==> src/hdl/nrte_pkg.sv <==
package nrte_pkg;

    // default limits and register values
    localparam int MAX_SENTENCE_DEF = 128;
    localparam logic [4:0] HOUR_OFFSET_RST = 5'd8;

    // ascii codes used by the parser
    localparam logic [7:0] CHAR_DOLLAR = 8'h24;
    localparam logic [7:0] CHAR_COMMA  = 8'h2C;
    localparam logic [7:0] CHAR_STAR   = 8'h2A;
    localparam logic [7:0] CHAR_ZERO   = 8'h30;
    localparam logic [7:0] CHAR_NINE   = 8'h39;
    localparam logic [7:0] CHAR_UPPER_A = 8'h41;
    localparam logic [7:0] CHAR_UPPER_F = 8'h46;
    localparam logic [7:0] CHAR_UPPER_V = 8'h56;

    // header is "$GPRMC," at positions 0 to 6
    localparam int HEADER_LEN = 7;
    // time digits occupy positions 7 to 12
    localparam int TIME_LAST = 12;

    typedef enum logic [1:0] {
        OP_CHAR   = 2'd0,
        OP_END    = 2'd1,
        OP_REPORT = 2'd2
    } op_t;

    typedef struct packed {
        logic [6:0] hh;
        logic [6:0] mm;
        logic [6:0] ss;
    } time_t;

    typedef struct packed {
        logic       ok;
        logic [3:0] value;
    } hex_t;

    // expected header byte at a header position
    function automatic logic [7:0] header_char(input logic [2:0] pos);
        logic [7:0] ch;
        case (pos)
            3'd0:    ch = CHAR_DOLLAR;
            3'd1:    ch = 8'h47;
            3'd2:    ch = 8'h50;
            3'd3:    ch = 8'h52;
            3'd4:    ch = 8'h4D;
            3'd5:    ch = 8'h43;
            3'd6:    ch = CHAR_COMMA;
            default: ch = 8'h00;
        endcase
        return ch;
    endfunction

    // uppercase hex digit decode
    function automatic hex_t hex_decode(input logic [7:0] ch);
        hex_t h;
        h.ok    = 1'b0;
        h.value = ch[3:0];
        if (ch >= CHAR_ZERO && ch <= CHAR_NINE)
        begin
            h.ok = 1'b1;
        end
        else if (ch >= CHAR_UPPER_A && ch <= CHAR_UPPER_F)
        begin
            h.ok    = 1'b1;
            h.value = 4'(ch[3:0] + 4'd9);
        end
        return h;
    endfunction

    // modulo 24 for values below 192
    function automatic logic [4:0] mod24(input logic [7:0] x);
        logic [7:0] r;
        r = x;
        if (r >= 8'd96) r = 8'(r - 8'd96);
        if (r >= 8'd48) r = 8'(r - 8'd48);
        if (r >= 8'd24) r = 8'(r - 8'd24);
        return r[4:0];
    endfunction

endpackage

==> src/hdl/nrte_in_if.sv <==
interface nrte_in_if
    import nrte_pkg::*;
    ();
    logic       valid;
    logic       ready;
    op_t        op;
    logic [7:0] character;

    modport source (output valid, output op, output character, input ready);
    modport sink (input valid, input op, input character, output ready);
endinterface

==> src/hdl/nrte_out_if.sv <==
interface nrte_out_if;
    logic       valid;
    logic       ready;
    logic [4:0] hours;
    logic [6:0] minutes;
    logic [6:0] seconds;

    modport source (output valid, output hours, output minutes, output seconds, input ready);
    modport sink (input valid, input hours, input minutes, input seconds, output ready);
endinterface

==> src/hdl/nrte_parser.sv <==
module nrte_parser
    import nrte_pkg::*;
#(
    parameter int MAX_SENTENCE = MAX_SENTENCE_DEF
)
(
    input  logic       clk,
    input  logic       rst_n,
    input  logic       step_en,
    input  op_t        op,
    input  logic [7:0] character,
    output time_t      held_time
);

    localparam int IDX_W = $clog2(MAX_SENTENCE + 1);

    logic [IDX_W-1:0] char_index_reg, char_index_next;
    logic             bad_reg, bad_next;
    logic [7:0]       xor_reg, xor_next;
    logic [3:0]       field_reg, field_next;
    logic             star_reg, star_next;
    logic [1:0]       hex_cnt_reg, hex_cnt_next;
    logic [7:0]       sum_reg, sum_next;
    time_t            cand_reg, cand_next;
    logic             fstart_reg, fstart_next;
    time_t            held_reg, held_next;

    hex_t             hex;
    logic [2:0]       digit_pos;
    logic [3:0]       digit;
    logic [6:0]       part;
    logic [6:0]       part_new;
    logic             is_digit;

    // decode helpers for the current character
    always_comb
    begin
        hex       = hex_decode(character);
        is_digit  = (character >= CHAR_ZERO) && (character <= CHAR_NINE);
        digit     = character[3:0];
        digit_pos = 3'(char_index_reg - IDX_W'(HEADER_LEN));
        case (digit_pos[2:1])
            2'd0:    part = cand_reg.hh;
            2'd1:    part = cand_reg.mm;
            default: part = cand_reg.ss;
        endcase
        if (digit_pos[0])
            part_new = 7'(part + {3'b000, digit});
        else
            part_new = 7'({3'b000, digit, 3'b000} + {5'b00000, digit, 1'b0});
    end

    // next state for one item
    always_comb
    begin
        char_index_next = char_index_reg;
        bad_next        = bad_reg;
        xor_next        = xor_reg;
        field_next      = field_reg;
        star_next       = star_reg;
        hex_cnt_next    = hex_cnt_reg;
        sum_next        = sum_reg;
        cand_next       = cand_reg;
        fstart_next     = fstart_reg;
        held_next       = held_reg;
        case (op)
            OP_CHAR:
            begin
                if (char_index_reg >= IDX_W'(MAX_SENTENCE))
                begin
                    bad_next = 1'b1;
                end
                else
                begin
                    char_index_next = IDX_W'(char_index_reg + 1'b1);
                    if (char_index_reg < IDX_W'(HEADER_LEN))
                    begin
                        // fixed header, xor starts after the dollar
                        if (character != header_char(char_index_reg[2:0]))
                            bad_next = 1'b1;
                        if (char_index_reg != '0)
                            xor_next = xor_reg ^ character;
                        if (char_index_reg == IDX_W'(HEADER_LEN - 1))
                            field_next = 4'd1;
                    end
                    else if (star_reg)
                    begin
                        // checksum digits, exactly two
                        if (hex_cnt_reg >= 2'd2 || !hex.ok)
                        begin
                            bad_next = 1'b1;
                        end
                        else
                        begin
                            sum_next     = {sum_reg[3:0], hex.value};
                            hex_cnt_next = 2'(hex_cnt_reg + 1'b1);
                        end
                    end
                    else if (character == CHAR_STAR)
                    begin
                        star_next = 1'b1;
                        if (char_index_reg <= IDX_W'(TIME_LAST))
                            bad_next = 1'b1;
                    end
                    else
                    begin
                        xor_next = xor_reg ^ character;
                        if (char_index_reg <= IDX_W'(TIME_LAST))
                        begin
                            // hhmmss digits
                            if (!is_digit)
                                bad_next = 1'b1;
                            else
                            begin
                                case (digit_pos[2:1])
                                    2'd0:    cand_next.hh = part_new;
                                    2'd1:    cand_next.mm = part_new;
                                    default: cand_next.ss = part_new;
                                endcase
                            end
                        end
                        else if (character == CHAR_COMMA)
                        begin
                            if (field_reg != 4'd15)
                                field_next = 4'(field_reg + 1'b1);
                            fstart_next = 1'b1;
                        end
                        else
                        begin
                            // void status rejects
                            if (field_reg == 4'd2 && fstart_reg && character == CHAR_UPPER_V)
                                bad_next = 1'b1;
                            fstart_next = 1'b0;
                        end
                    end
                end
            end
            OP_END:
            begin
                if (!bad_reg && star_reg && hex_cnt_reg == 2'd2 && sum_reg == xor_reg)
                    held_next = cand_reg;
                char_index_next = '0;
                bad_next        = 1'b0;
                xor_next        = '0;
                field_next      = '0;
                star_next       = 1'b0;
                hex_cnt_next    = '0;
                sum_next        = '0;
                cand_next       = '0;
                fstart_next     = 1'b0;
            end
            default:
            begin
            end
        endcase
    end

    // parser state registers
    always_ff @(posedge clk or negedge rst_n)
    begin
        if (!rst_n)
        begin
            char_index_reg <= '0;
            bad_reg        <= 1'b0;
            xor_reg        <= '0;
            field_reg      <= '0;
            star_reg       <= 1'b0;
            hex_cnt_reg    <= '0;
            sum_reg        <= '0;
            cand_reg       <= '0;
            fstart_reg     <= 1'b0;
            held_reg       <= '0;
        end
        else if (step_en)
        begin
            char_index_reg <= char_index_next;
            bad_reg        <= bad_next;
            xor_reg        <= xor_next;
            field_reg      <= field_next;
            star_reg       <= star_next;
            hex_cnt_reg    <= hex_cnt_next;
            sum_reg        <= sum_next;
            cand_reg       <= cand_next;
            fstart_reg     <= fstart_next;
            held_reg       <= held_next;
        end
    end

    assign held_time = held_reg;

endmodule

==> src/hdl/nrte_report.sv <==
module nrte_report
    import nrte_pkg::*;
(
    input  logic       clk,
    input  logic       rst_n,
    input  logic       load,
    input  time_t      held_time,
    input  logic [4:0] hour_offset,
    output logic       free,
    nrte_out_if.source report
);

    logic       valid_reg;
    logic [4:0] hours_reg;
    logic [6:0] minutes_reg;
    logic [6:0] seconds_reg;
    logic [4:0] hours_next;

    // hour with offset, reduced modulo 24
    assign hours_next = mod24(8'({1'b0, held_time.hh} + {3'b000, hour_offset}));
    assign free       = !valid_reg || report.ready;

    // result valid flag
    always_ff @(posedge clk or negedge rst_n)
    begin
        if (!rst_n)
            valid_reg <= 1'b0;
        else if (free)
            valid_reg <= load;
    end

    // result payload
    always_ff @(posedge clk)
    begin
        if (load && free)
        begin
            hours_reg   <= hours_next;
            minutes_reg <= held_time.mm;
            seconds_reg <= held_time.ss;
        end
    end

    assign report.valid   = valid_reg;
    assign report.hours   = hours_reg;
    assign report.minutes = minutes_reg;
    assign report.seconds = seconds_reg;

endmodule

==> src/hdl/nmea_rmc_time_extractor_top.sv <==
// NMEA RMC time extractor: sentence characters, end marks and report requests enter on
// the sentence channel, one item per clock cycle; each item is held in an input register
// and then processed by the parser in a single pass, so a report passes through the input
// register and then the report output register before it appears on the report channel.
// The only stall comes from the report output register: while an earlier report waits to
// be taken, a following report holds the input register, and no other item is accepted
// until that report moves on to the output register. Reports give
// the time of the last sentence that passed header, time, status and checksum checks,
// with the hour advanced by hour_offset modulo 24 (reset value 8, so 08:00:00 before any
// sentence is accepted). Write hour_offset through wr_en and wr_data only while idle.
module nmea_rmc_time_extractor_top
    import nrte_pkg::*;
#(
    parameter int MAX_SENTENCE = MAX_SENTENCE_DEF
)
(
    input  logic       clk,
    input  logic       rst_n,
    input  logic       wr_en,
    input  logic [4:0] wr_data,
    nrte_in_if.sink    sentence,
    nrte_out_if.source report
);

    logic       stage_valid_reg;
    op_t        stage_op_reg;
    logic [7:0] stage_char_reg;
    logic [4:0] hour_offset_reg;
    logic       out_free;
    logic       advance;
    time_t      held_time;

    // input stage moves on unless a report is blocked by a full output
    assign advance        = stage_valid_reg && (stage_op_reg != OP_REPORT || out_free);
    assign sentence.ready = !stage_valid_reg || advance;

    // hour offset register
    always_ff @(posedge clk or negedge rst_n)
    begin
        if (!rst_n)
            hour_offset_reg <= HOUR_OFFSET_RST;
        else if (wr_en)
            hour_offset_reg <= wr_data;
    end

    // input register valid
    always_ff @(posedge clk or negedge rst_n)
    begin
        if (!rst_n)
            stage_valid_reg <= 1'b0;
        else if (sentence.ready)
            stage_valid_reg <= sentence.valid;
    end

    // input register payload
    always_ff @(posedge clk)
    begin
        if (sentence.valid && sentence.ready)
        begin
            stage_op_reg   <= sentence.op;
            stage_char_reg <= sentence.character;
        end
    end

    nrte_parser #(
        .MAX_SENTENCE (MAX_SENTENCE)
    ) u_parser (
        .clk       (clk),
        .rst_n     (rst_n),
        .step_en   (advance),
        .op        (stage_op_reg),
        .character (stage_char_reg),
        .held_time (held_time)
    );

    nrte_report u_report (
        .clk         (clk),
        .rst_n       (rst_n),
        .load        (advance && stage_op_reg == OP_REPORT),
        .held_time   (held_time),
        .hour_offset (hour_offset_reg),
        .free        (out_free),
        .report      (report)
    );

endmodule
==> src/flat_wrapper.sv <==
// flat-port wrapper written by rule: the top's interface ports become plain ports
module nmea_rmc_time_extractor_top_flat import nrte_pkg::*;
#(
    parameter int MAX_SENTENCE = MAX_SENTENCE_DEF
)
  (clk, rst_n, wr_en, wr_data, sentence_valid, sentence_op, sentence_character, sentence_ready, report_valid, report_hours, report_minutes, report_seconds, report_ready);
  nrte_in_if sentence_i ();
  nrte_out_if report_i ();
  input  logic clk;
  input  logic rst_n;
  input  logic wr_en;
  input  logic [4:0] wr_data;
  input wire logic [$bits(sentence_i.valid)-1:0] sentence_valid;
  input wire logic [$bits(sentence_i.op)-1:0] sentence_op;
  input wire logic [$bits(sentence_i.character)-1:0] sentence_character;
  output wire logic [$bits(sentence_i.ready)-1:0] sentence_ready;
  output wire logic [$bits(report_i.valid)-1:0] report_valid;
  output wire logic [$bits(report_i.hours)-1:0] report_hours;
  output wire logic [$bits(report_i.minutes)-1:0] report_minutes;
  output wire logic [$bits(report_i.seconds)-1:0] report_seconds;
  input wire logic [$bits(report_i.ready)-1:0] report_ready;
  assign sentence_i.valid = sentence_valid;
  assign sentence_i.op = sentence_op;
  assign sentence_i.character = sentence_character;
  assign sentence_ready = sentence_i.ready;
  assign report_valid = report_i.valid;
  assign report_hours = report_i.hours;
  assign report_minutes = report_i.minutes;
  assign report_seconds = report_i.seconds;
  assign report_i.ready = report_ready;
  nmea_rmc_time_extractor_top #(.MAX_SENTENCE(MAX_SENTENCE)) u_core (.clk(clk), .rst_n(rst_n), .wr_en(wr_en), .wr_data(wr_data), .sentence(sentence_i), .report(report_i));
endmodule
==> config.mk <==
export PLATFORM = sky130hd
export DESIGN_NAME = nmea_rmc_time_extractor_top_flat
export DESIGN_NICKNAME = d
export VERILOG_FILES = /design/src/hdl/nrte_pkg.sv /design/src/hdl/nrte_in_if.sv /design/src/hdl/nrte_out_if.sv /design/src/hdl/nrte_parser.sv /design/src/hdl/nrte_report.sv /design/src/hdl/nmea_rmc_time_extractor_top.sv /design/src/flat_wrapper.sv
export SDC_FILE = /design/constraint.sdc
export NUM_CORES = 1
export LEC_CHECK = 0
export ABC_AREA = 0
export CORE_ASPECT_RATIO = 1.25
export CORE_MARGIN = 10
export CORE_UTILIZATION = 60
export DETAILED_ROUTE_END_ITERATION = 12
export DONT_BUFFER_PORTS = 1
export HOLD_SLACK_MARGIN = 0.15
export PLACE_DENSITY = 0.79
export SLEW_MARGIN = 0
export SYNTH_ARGS = -nofsm -noshare
export SYNTH_HDL_FRONTEND = slang
export SYNTH_SLANG_ARGS = --single-unit
==> constraint.sdc <==
create_clock -name clk -period 4 [get_ports clk]
set_input_delay 1.2 -clock clk [delete_from_list [all_inputs] [get_ports clk]]
set_output_delay 1.2 -clock clk [all_outputs]
set_load 0.01 [all_outputs]
==> metrics.md <==
| Metric | Value |
|---|---|
| Status | `completed` |
| Pre-CTS WS | `0.0277 ns` |
| Final #Nets | `641` |
| Max FO, Critical Path | `5` |
| GRT Overall Usage | `0.175` |
| Final GP Congestion | `0.917` |
| Worst EP required | `4.19 ns` |
| Cell Pwr Density | `522 nW/µm²` |
| # rows | `41` |
| Register area share after synthesis | `0.472` |
| Max Freq | `266 MHz` |
| Number of H-tree levels | `3` |
| Die area | `14800 µm²` |
| Hold Startpoint | `u_core.u_parser.held_time[0]$_DFFE_PN0P_` |
| Overall power | `3.46 mW` |
| Share of async-settable or async-resettable flops after synthesis | `0.739` |
| Core Area | `10100 µm²` |
| Slew HR | `0.334` |
| Die Span Y | `134 µm` |
| Reg2Reg Setup Slack | `0.25 ns` |
| Setup Viol. Count Final | `0` |
| Pleak | `2.82 nW` |
| Routed via count | `4486` |
| Number of global-route vias before repair | `4488` |
| Overflow after GRT | `0` |
| Router iterations before antenna repair | `5` |
| Antenna viol nets, final | `0` |
| Clock network fraction of total power | `0.247` |
| HP Class | `flip-flop to flip-flop` |
| Slew Viols, Final | `0` |
| TritonCTS Buffers | `9` |
| Port Buffer Count | `0` |
| Clock Skew | `0.0100 ns` |
| Layout cells sized above 1 | `0.149` |
| Tightest Pin Transition | `0.994 ns` |
| Synth warn | `0` |
| Maxcap violations | `0` |
| Period utilization | `0.938` |
| Critical Setup Path Class | `flip-flop to flip-flop` |
| Routed WL per cell | `18.0 µm` |
| Initial core utilization | `0.613` |
| Sw frac | `0.343` |
| Maximum VDD drop | `0.272 mV` |
| Minimum clock period | `3.75 ns` |
| Worst EP arrival | `3.94 ns` |
| P_int | `2.28 mW` |
| Die width | `111 µm` |
| Buffer depth of the longest clock path | `2` |
| CP startpoint kind | `flip-flop` |
| Routed wire length | `13100 µm` |
| Worst-Skew Late Latency | `0.35 ns` |
| Reg2reg start | `u_core.u_parser.held_time[14]$_DFFE_PN0P_` |
| Number of synthesized register bits | `111` |
| Synth unique cells | `69` |
| TritonCTS clock tree | `built` |
| DR vias/cell | `6.18` |
| Sequential power share | `0.439` |
| Post-synth EDFFs | `29` |
| Main synth FF type | `dfrtp_1` |
| I/O pins | `41` |
| Final Non-Filler Cells | `726` |
| Post-DP HPWL | `9490 µm` |
| Largest net degree at the start of global routing | `83` |
| Syn_nets | `642` |
| Layout area overhead | `7.09%` |
| Worst Setup Slack, final | `0.247 ns` |
| Hold Fails Final Rpt | `0` |
| Setup TNS | `0 ns` |
| Clock slew at reported path FFs | `0.08 ns` |
| Initial antenna violation count | `0` |
| N_diodes | `0` |
| Syn avg cell area | `10.4 µm²` |
| Cells after Synth | `593` |
| Cell Area, Synth | `6190 µm²` |
| DR DRC count | `0` |
| Final cell area excluding filler cells | `6630 µm²` |
| 1st-iter DRT viols | `222` |
| CP endpoint kind | `flip-flop` |
| Root Buffer | `clkbuf_16` |
| Cells after DPL | `707` |
| Critical Path Source | `u_core.u_parser.held_time[14]$_DFFE_PN0P_` |
| First-pass GRT wire length | `21700 µm` |
| Placed cell areas | `6310 µm²` |
| Comb pwr share | `0.314` |
| CTS sink count | `111` |
| Switching Power | `1.19 mW` |
==> critical path: stages, from the launching register on <==
cell and delay (ns):
dfrtp_1 0.38, ha_2 0.21, inv_1 0.07, fa_2 0.36, nand2b_1 0.19, a21oi_2 0.22, o21ai_2 0.10, xnor2_1 0.22
ha_1 0.33, or4b_1 0.53, o311a_2 0.18, o31a_1 0.31, or3_1 0.33, a32oi_1 0.17
==> metal layers <==
layer  vias up  wire length, µm  track usage  part of all wire
li1       2102                -            -                 -
met1      2171             5240        0.192              0.40
met2       173             6720        0.308              0.51
met3        40              679       0.0391             0.052
met4         0              442       0.0906             0.034
met5         -                0            0                 0
==> synthesized netlist by cell type (10+ instances only) <==
| cell | instances | area [µm²] |
|---|---|---|
| nand2_1 | 50 | 188 |
| clkbuf_1 | 14 | 52.6 |
| nand3_1 | 17 | 85.1 |
| o21ai_0 | 40 | 200 |
| edfxtp_1 | 29 | 871 |
| ha_1 | 26 | 325 |
| mux2_2 | 38 | 428 |
| dfrtp_1 | 81 | 2030 |
| xor2_1 | 17 | 149 |
| xnor2_1 | 21 | 184 |
| mux2i_1 | 13 | 130 |
| inv_1 | 41 | 154 |
| nor2_1 | 42 | 158 |
| a21oi_1 | 30 | 150 |
| nor3_1 | 10 | 50.1 |
==> layout make-up <==
| cell class | count | area (µm²) |
|---|---|---|
| timing repair buffer | 10 | 75.1 |
| inverter | 41 | 154 |
| multi-input combinational | 419 | 3040 |
| tap | 129 | 161 |
| clock buffer | 9 | 225 |
| fill | 779 | 3470 |
| clock inverter | 7 | 55.1 |
| sequential | 111 | 2920 |
==> cells in the final DEF, fill, tap and decap left out, types with 3 or more instances in the layout <==
master | synthesis | routed
a211oi_2 | 5 | 5
a21o_1 | 4 | 4
a21oi_1 | 30 | 29
a22oi_1 | 3 | 3
a31oi_1 | 5 | 5
and2_1 | 3 | 3
and3_1 | 3 | 3
buf_4 | 0 | 10
clkbuf_16 | 0 | 9
dfrtp_1 | 81 | 81
edfxtp_1 | 29 | 29
ha_1 | 26 | 25
inv_1 | 41 | 41
mux2_2 | 38 | 38
mux2i_1 | 13 | 13
nand2_1 | 50 | 50
nand2b_1 | 8 | 8
nand3_1 | 17 | 17
nand4_1 | 5 | 5
nor2_1 | 42 | 42
nor2b_1 | 8 | 7
nor3_1 | 10 | 10
nor4_1 | 6 | 6
o211ai_1 | 7 | 7
o21a_1 | 3 | 3
o21ai_0 | 40 | 39
o31ai_1 | 3 | 3
or3_1 | 4 | 4
or4b_1 | 3 | 3
xnor2_1 | 21 | 21
xor2_1 | 17 | 17
==> final timing paths <==
kind,endpoint,cells after the start
worst max-delay path,u_core.u_report.report.hours[3]$_DFFE_PP_,13
worst min-delay path,u_core.u_report.report.seconds[0]$_DFFE_PP_,0
worst max register to register,u_core.u_report.report.hours[3]$_DFFE_PP_,13
worst min register to register,u_core.u_report.report.seconds[0]$_DFFE_PP_,0
max in group asynchronous,u_core.hour_offset_reg[3]$_DFFE_PN1P_,0
min in group asynchronous,u_core.u_parser.held_time[19]$_DFFE_PN0P_,0
==> power groups by stage <==
stage	logic, mW	registers [mW]	clock network (mW)
after detailed placement	1.07	1.54	0
final	1.09	1.52	0.855
after floorplan	0.872	1.48	0
after CTS	1.09	1.52	0.869
after global routing	1.23	1.55	0.924
after global placement	1.02	1.53	0
==> kinds of logic (layout without fill, tap and decap cells) <==
| logic type | count (synthesis) | in the layout | share of synthesized area |
|---|---|---|---|
| XOR/XNOR | 38 | 38 | 0.0537 |
| buffers and inverters | 63 | 67 | 0.0406 |
| adder cells (fa/ha/maj) | 29 | 29 | 0.0622 |
| AO/OA/AOI/OAI | 126 | 126 | 0.138 |
| AND/OR/NAND/NOR | 174 | 174 | 0.140 |
| flip-flops | 111 | 111 | 0.472 |
| multiplexers | 52 | 52 | 0.0925 |
==> stage by stage <==
stage,util,hold WS (ns)
3_3_place_gp,0.625,0.430
6_report,0.656,0.448
3_5_place_dp,0.625,0.434
5_1_grt,0.656,0.460
2_1_floorplan,-,0.419
4_1_cts,0.653,0.449
==> timing repair <==
item | 4_1_cts | 5_1_grt
pin swaps | 1 | 4
gates resized for setup | 0 | 6
hold buffers | 0 | 0
setup endpoints to repair | 1 | 2
setup buffers | 1 | 2
(Power assumes the default switching activity.)
